$ cat src/rtl/core/s2c_ctrl.sv
// Valid bits and per-stage load enables of the converter pipeline.
`timescale 1ns / 1ps
module s2c_ctrl #(
  parameter int unsigned STAGES = 24
) (
  input  logic              clk_i,
  input  logic              rst_ni,
  input  logic              in_valid_i,
  input  logic              out_ready_i,
  output logic              in_ready_o,
  output logic              out_valid_o,
  output logic [STAGES-1:0] en_o
);

  logic [STAGES-1:0] valid_q, valid_d;
  logic [STAGES:0]   ready;
  logic              in_fire, out_fire;

  // A stage may load when it is empty or its item moves on this cycle.
  assign ready[STAGES] = out_ready_i;
  for (genvar k = 0; k < STAGES; k++) begin : g_ready
    assign ready[k] = ~valid_q[k] | ready[k+1];
  end

  assign valid_d     = {valid_q[STAGES-2:0], in_valid_i};
  assign en_o        = ready[STAGES-1:0];
  assign in_ready_o  = ready[0];
  assign out_valid_o = valid_q[STAGES-1];
  assign in_fire     = in_valid_i & ready[0];
  assign out_fire    = valid_q[STAGES-1] & out_ready_i;

  always_ff @(posedge clk_i or negedge rst_ni) begin
    if (!rst_ni) begin
      valid_q <= '0;
    end else begin
      valid_q <= (valid_d & en_o) | (valid_q & ~en_o);
    end
  end

  a_count_up: assert property (@(posedge clk_i) disable iff (!rst_ni)
    (in_fire && !out_fire) |=> $countones(valid_q) == $past($countones(valid_q)) + 1)
    else $error("item count did not grow on accept");

  a_count_down: assert property (@(posedge clk_i) disable iff (!rst_ni)
    (out_fire && !in_fire) |=> $countones(valid_q) + 1 == $past($countones(valid_q)))
    else $error("item count did not shrink on delivery");

  a_count_hold: assert property (@(posedge clk_i) disable iff (!rst_ni)
    (in_fire == out_fire) |=> $countones(valid_q) == $past($countones(valid_q)))
    else $error("item count changed without a transfer");

  a_flow: assert property (@(posedge clk_i) disable iff (!rst_ni)
    out_ready_i |-> in_ready_o)
    else $error("input stalled while output drains");

endmodule

$ cat config.mk
export PLATFORM = sky130hd
export DESIGN_NAME = s2c_ctrl
export DESIGN_NICKNAME = d
export VERILOG_FILES = /design/src/rtl/core/s2c_ctrl.sv
export SDC_FILE = /design/constraint.sdc
export NUM_CORES = 1
export LEC_CHECK = 0
export ABC_AREA = 1
export BUFFER_PORTS_ARGS = -buffer_cell sky130_fd_sc_hd__buf_2
export CORE_UTILIZATION = 53
export DETAILED_ROUTE_END_ITERATION = 8
export GPL_TIMING_DRIVEN = 1
export PLACE_DENSITY_LB_ADDON = 0.05
export SLEW_MARGIN = 20
export SYNTH_ARGS = -nofsm -noshare
export SYNTH_HDL_FRONTEND = slang
export SYNTH_SLANG_ARGS = --single-unit
$ cat constraint.sdc
create_clock -name clk_i -period 4.9 [get_ports clk_i]
set_clock_uncertainty 0.05 [all_clocks]
set_input_delay 0.245 -clock clk_i [delete_from_list [all_inputs] [get_ports clk_i]]
set_output_delay 0.245 -clock clk_i [all_outputs]
set_load 0.01 [all_outputs]
==> qor.yml, run 1 <==
run_status:
  outcome: "finished, final reports clean"
sta:
  setup-tns-final_ns: 0
  tightest_slew_ns: 0.524
  fin_ws_ns: 2.04
  relSlewSlack_pct: 65.0
  setup_viol: 0
  finalCritPeriodShare_pct: 58.3
  report.final.slew_viol_count: 0
  rsz0062_at_grt: "no"
  hold_viol: 0
  min_period_ns: 2.86
  fmax_ghz: 0.350
power:
  cellLeakagePower_nw: 0.666
  p_per_area_nw_per_um2: 404
  peakVddDrop_mv: 0.331
final_layout:
  antennaDiodeCount: 0
  final_area_um2: 1280
  area_growth_pct: 22.0
  final_nets: 138
  drive_above_1_share_pct: 36.8
  final_util_pct: 71.3
  layout_commonest_cell: "buf_2"
  finalNonFillerCells: 158
  most-common-layout-cells: "29 x buf_2, 27 x inv_1, 25 x nand2_1, 24 x dfrtp_1, 5 x nand4_4"
  fill_cells: 151
critical_path:
  critPathSlowestCell: "dfrtp_1"
  worstSetupPathType: "register to output port"
  cp.arrival_ns: 2.56
  cpMostUsedCell: "nand4_4"
  cp_data_required_time_ns: 4.61
  cp-end-kind: "output port"
  worstPathCellList: "nand4_4 > nor3_4 > nand4_4 > nor2_4 > nand4_4 > nor2_4 > nand4_4 > nor2_4 > nand4_4 > nor2_4 > nand4_2 > buf_2"
  r2r_setup_slack_ns: 2.64
  crit_path_max_fanout: 5
  slowest_delay_ns: 0.45
  startpoint_type: "register"
synthesis:
  ys_seq_area_share_pct: 57.1
  syn_nets: 104
  yosys_warnings: 0
  syn_inst: 100
  syn_avg_cell_area_um2: 10.5
  synth_seq_cells: 24
  synth_area_um2: 1050
  synth_cell_types: 13
floorplanning:
  std_cell_rows: 15
  top_level_ports: 30
  die_x_um: 46.6
  coreArea_um2: 1800
  die_area_um2: 2170
  start_util_pct: 58.4
  fp.dieH_um: 46.6
clock_tree:
  clockRootBuffer: "clkbuf_4"
  clock_latency_ns: 0.33
  htreeDepth: 1
  numCtsBuffers: 3
  clk_pin_slew_ns: 0.13
  clockBufferDepth: 2
  cts_tree: "done"
  clock-sinks: 24
global_route:
  grt_pass1_vias: 707
  grt_max_degree: 25
  grt_pass1_wl_um: 2860
  gr-usage-all-layers_pct: 20.8
  grt-ovfl-total: 0
  antenna_found_initial: 0
place:
  gp_congestion: 0.709
  port_buffers: 29
  place_area_um2: 1220
  dp_slack_ns: 2.37
  dp.cells: 153
  hpwl_um: 1380
route:
  first_pass_iters: 4
  initialDrtViolationCount: 4
  wirelength_um: 1870
  vias: 736
  detail_route.vias_per_cell: 4.66
  routedWlPerCell_um: 11.8
  ant_nets: 0
  drcViolationCount: 0
worst_hold_path:
  hp-class: "primary input to register"
job:
  cap_violations: 0
## area by class of cell
| type | count | area (um2) | area share [%] |
|---|---|---|---|
| multi-input cells | 48 | 343 | 26.7 |
| flip-flops and latches | 24 | 601 | 46.8 |
| inverters | 27 | 101 | 7.89 |
| clock buffers | 3 | 22.5 | 1.75 |
| well taps | 25 | 31.3 | 2.44 |
| repair buffers | 30 | 155 | 12.1 |
| clock inverters | 1 | 30.0 | 2.34 |
## cell usage after synthesis
| library cell | instances | area (um2) |
|---|---|---|
| nor3_4 | 1 | 16.3 |
| nand3_1 | 4 | 20.0 |
| nand3_2 | 1 | 10.0 |
| nand2_1 | 25 | 93.8 |
| nor2_4 | 4 | 45.0 |
| buf_4 | 1 | 7.51 |
| nand4_2 | 1 | 12.5 |
| nor2_1 | 2 | 7.51 |
| inv_1 | 27 | 101 |
| dfrtp_1 | 24 | 601 |
| or2_2 | 4 | 25.0 |
| nand4_4 | 5 | 106 |
| or2_1 | 1 | 6.26 |
## metal layers
metal  track usage, %  vias to the layer above  routed length [um]
met2             39.4                       21                1020
met4             12.4                        0                  46
met5                0                        -                   0
met3             4.71                        6                  81
met1             19.7                      346                 728
li1                 -                      363                   -
## worst max-delay path, delay by kind of cell (launching register included)
| family | cells | cell delay [ns] |
|---|---|---|
| flip-flops | 1 | 0.45 |
| buffers and inverters | 1 | 0.16 |
| AND/OR/NAND/NOR | 11 | 1.63 |
## report_power, final
part	leakage, nW	switching [mW]	total, mW	internal [mW]
Sequential	0.243	0.0263	0.250	0.224
Combinational	0.395	0.0738	0.124	0.0498
Clock	0.0279	0.0624	0.145	0.0828
Total	0.666	0.163	0.519	0.357
## stage by stage
step	hold slack [ns]	power (mW)
after floorplan	-0.101	0.334
after global placement	0.198	0.374
after detailed placement	0.202	0.380
after CTS	0.0587	0.524
after global routing	0.0522	0.545
final	0.0535	0.519
## repair_timing
action | CTS | global route
hold buffers | 1 | 0
buffers inserted | 0 | 0
hold endpoints to repair | 24 | 0
gates resized for setup | 0 | 0
setup endpoints to repair | 0 | 0
## final timing paths
check                      startpoint         to  depth (start not counted)
max                          register    en_o[0]                         12
min                        in_valid_i   register                          3
max reg2reg                  register   register                         12
min reg2reg                  register   register                          2
max in group asynchronous      rst_ni  async pin                          2
min in group asynchronous      rst_ni  async pin                          2
## logic make-up after synthesis
group                  Yosys count  synth area share, %
and+or+nand+nor                 48                 32.6
buffers and inverters           28                 10.3
DFF                             24                 57.1
(Power assumes the default switching activity.)
==> run 2, diff against run 1 <==
--- a/config.mk
+++ b/config.mk
@@ -5,9 +5,9 @@
 export SDC_FILE = /design/constraint.sdc
 export NUM_CORES = 1
 export LEC_CHECK = 0
-export ABC_AREA = 1
+export ABC_AREA = 0
 export BUFFER_PORTS_ARGS = -buffer_cell sky130_fd_sc_hd__buf_2
-export CORE_UTILIZATION = 53
+export CORE_UTILIZATION = 45
 export DETAILED_ROUTE_END_ITERATION = 8
 export GPL_TIMING_DRIVEN = 1
 export PLACE_DENSITY_LB_ADDON = 0.05
==> constraint.sdc (replaced) <==
create_clock -name clk_i -period 2.4 [get_ports clk_i]
set_clock_uncertainty 0.05 [all_clocks]
set_input_delay 0.12 -clock clk_i [delete_from_list [all_inputs] [get_ports clk_i]]
set_output_delay 0.12 -clock clk_i [all_outputs]
set_load 0.01 [all_outputs]
==> qor.yml, run 2 <==
run_status:
  outcome: "finished, final reports clean"
synthesis:
  ys_top_cells_by_area: "dfrtp_1 54%, a31o_2 5.5%, a41o_1 4.5%, nand3_1 4.5%, nand2b_1 3.4%"
  yosys.area_share.simple_pct: 28.2  # -4.4 points
  synthMuxAreaShare_pct: 0  # unchanged
  synth-async-reset-ratio_pct: 100  # unchanged
  synth_cell_types: 24  # +11
  syn_inst: 92  # -8.0%
  synth_seq_cells: 24  # unchanged
  yosysMostFrequentCell: "dfrtp_1"
  syn_avg_cell_area_um2: 12.1  # +15%
  syn_nets: 96  # -7.7%
  yosys_warnings: 0  # unchanged
  synth_compound_area_share_pct: 12.7  # +13 points
  ys_seq_area_share_pct: 53.9  # -3.2 points
  synth_common_cells: "24 x dfrtp_1, 10 x nand3_1, 7 x a31o_2"
  synth_area_um2: 1110  # +5.9%
  synth_top_area_share_pct: 53.9  # -3.2 points
  synth_ff_type: "dfrtp_1"
  synth_top_family_by_area: "simple AND/OR/NAND/NOR gates"
  synth-xor-area-share_pct: 0  # unchanged
  synth_fa_ha_area_share_pct: 0  # unchanged
  synth-edff-count: 0  # unchanged
  yosys.area.top_type: "dfrtp_1"
final_layout:
  most-common-layout-cells: "29 x buf_2, 24 x dfrtp_1, 10 x nand3_1, 7 x a31o_2, 6 x nand2b_1"
  layout_commonest_cell: "buf_2"
  fill_cells: 203  # +34%
  area_growth_pct: 16.3
  final_util_pct: 57.0  # -14 points
  multiInputGateArea_um2: 455  # +33%
  final_nets: 126  # -8.7%
  antennaDiodeCount: 0  # unchanged
  regArea_um2: 601  # unchanged
  drive_above_1_share_pct: 40.8  # +4.0 points
floorplanning:
  start_util_pct: 49.0  # -9.4 points
  die_area_um2: 2680  # +24%
  die_x_um: 51.8  # +11%
  fp.dieH_um: 51.8  # +11%
  top_level_ports: 30  # unchanged
  coreArea_um2: 2280  # +26%
  std_cell_rows: 17  # +2
route:
  detail_route.vias_per_cell: 5.38  # +15%
  first_pass_iters: 4  # unchanged
  initialDrtViolationCount: 15  # +11
  wirelength_um: 1890  # +1.1%
  ant_nets: 0  # unchanged
  routedWlPerCell_um: 12.8  # +8.0%
  vias: 796  # +8.2%
  drcViolationCount: 0  # unchanged
sta:
  relSlewSlack_pct: 57.8  # -7.2 points
  hold_viol: 0  # unchanged
  setup_viol: 0  # unchanged
  rsz0062_at_grt: "no"
  setup-tns-final_ns: 0  # unchanged
  min_period_ns: 2.10
  finalCritPeriodShare_pct: 87.3
  fmax_ghz: 0.477
  report.final.slew_viol_count: 0  # unchanged
  tightest_slew_ns: 0.631  # +0.106 ns
clock_tree:
  numCtsBuffers: 3  # unchanged
  cts_tree: "done"
  cts_resized: 0  # unchanged
  clockRootBuffer: "clkbuf_4"
  clock-sinks: 24  # unchanged
  holdBufCountCts: 2  # +1
  clock_latency_ns: 0.30  # -0.03 ns
  cts_setup_buffers: 0  # unchanged
  htreeDepth: 1  # unchanged
  clk_pin_slew_ns: 0.11  # -0.02 ns
  clockBufferDepth: 2  # unchanged
global_route:
  grt.met3_usage_pct: 3.51  # -1.2 points
  met1_usage_pct: 23.3  # +3.6 points
  grt_pass1_vias: 740  # +4.7%
  grt_max_degree: 25  # unchanged
  gr-usage-all-layers_pct: 16.8  # -4.0 points
  grt_pass1_wl_um: 3280  # +14%
  grt.busiest_layer: "met2"
  grt-ovfl-total: 0  # unchanged
  antenna_found_initial: 0  # unchanged
  grtUsageMet2_pct: 24.9  # -15 points
power:
  cellLeakagePower_nw: 0.558  # -16%
  p_per_area_nw_per_um2: 617  # +53%
  peakVddDrop_mv: 0.347  # +5.0%
critical_path:
  r2r_setup_slack_ns: 0.80  # -1.84 ns
  cp.arrival_ns: 1.93  # -0.63 ns
  startpoint_type: "register"
  cp_data_required_time_ns: 2.23  # -2.38 ns
  cp-end-kind: "output port"
  reg2regPathDepth: 3  # -9
  crit_path_max_fanout: 18  # +13
  worstSetupPathType: "register to output port"
worst_hold_path:
  min_from: "out_ready_i"
  hp-class: "primary input to register"
  hold_depth: 3  # unchanged
place:
  gp_congestion: 0.715  # +0.86%
  hpwl_um: 1340  # -3.2%
  port_buffers: 29  # unchanged
job:
  cap_violations: 0  # unchanged
[run 2: cell count changes in the layout (fill, tap and decap cells not counted), sizes merged, moves of 2 or more]
| cell | change |
|---|---|
| nor2 | -5 |
| a31o | +7 |
| a41o | +5 |
| nand2 | -20 |
| a21o | +4 |
| nand2b | +6 |
| inv | -23 |
| or2 | -2 |
| and4 | +2 |
| nand3 | +6 |
| and3 | +3 |
[run 2: area by class of cell]
cell class / instances / share of cell area [%]
well taps: 28 / 2.70
repair buffers: 31 / 12.7
multi-input cells: 58 / 35.1
flip-flops and latches: 24 / 46.3
clock buffers: 3 / 1.74
inverters: 4 / 1.35
[run 2: through the flow]
step                      cells  setup slack [ns]  area, um2  hold slack, ns  power, mW
after floorplan              92             0.743       1110          -0.226      0.596
after global placement      143             0.704       1250          0.0802      0.640
after detailed placement    143             0.677       1250          0.0831      0.645
after CTS                   148             0.311       1300          0.0480      0.815
after global routing        148             0.125       1300          0.0662      0.855
final                       148             0.304       1300          0.0570      0.800
[run 2: logic make-up (layout without fill, tap and decap cells)]
kind of cell | Yosys count | after routing
compound gates | 16 | 16
buf+inv | 10 | 38
flops | 24 | 24
simple gates | 42 | 42
[run 2: worst max-delay path by stage]
stage,end,cells past startpoint
finish,in_ready_o,4
global route,en_o[0],4
CTS,en_o[0],4
detailed placement,en_o[0],4
global placement,en_o[0],4
floorplan,en_o[0],6
[run 2: per-layer routing]
layer  vias up  routed length [um]
li1        397                   -
met5         -                   0
met3         2                  57
met2        12                 885
met1       385                 939
met4         0                  10
[run 2: power breakdown]
| part | internal (mW) | switching (mW) | leakage (nW) |
|---|---|---|---|
| logic | 0.0613 | 0.0969 | 0.274 |
| registers | 0.442 | 0.0360 | 0.271 |
| clock network | 0.0585 | 0.105 | 0.0138 |
[run 2: critical path, stage by stage (launching register included)]
cell and delay [ns]:
dfrtp_1 0.51, nand4_4 0.16, nor3_4 0.57, nand4_1 0.19
buf_2 0.20
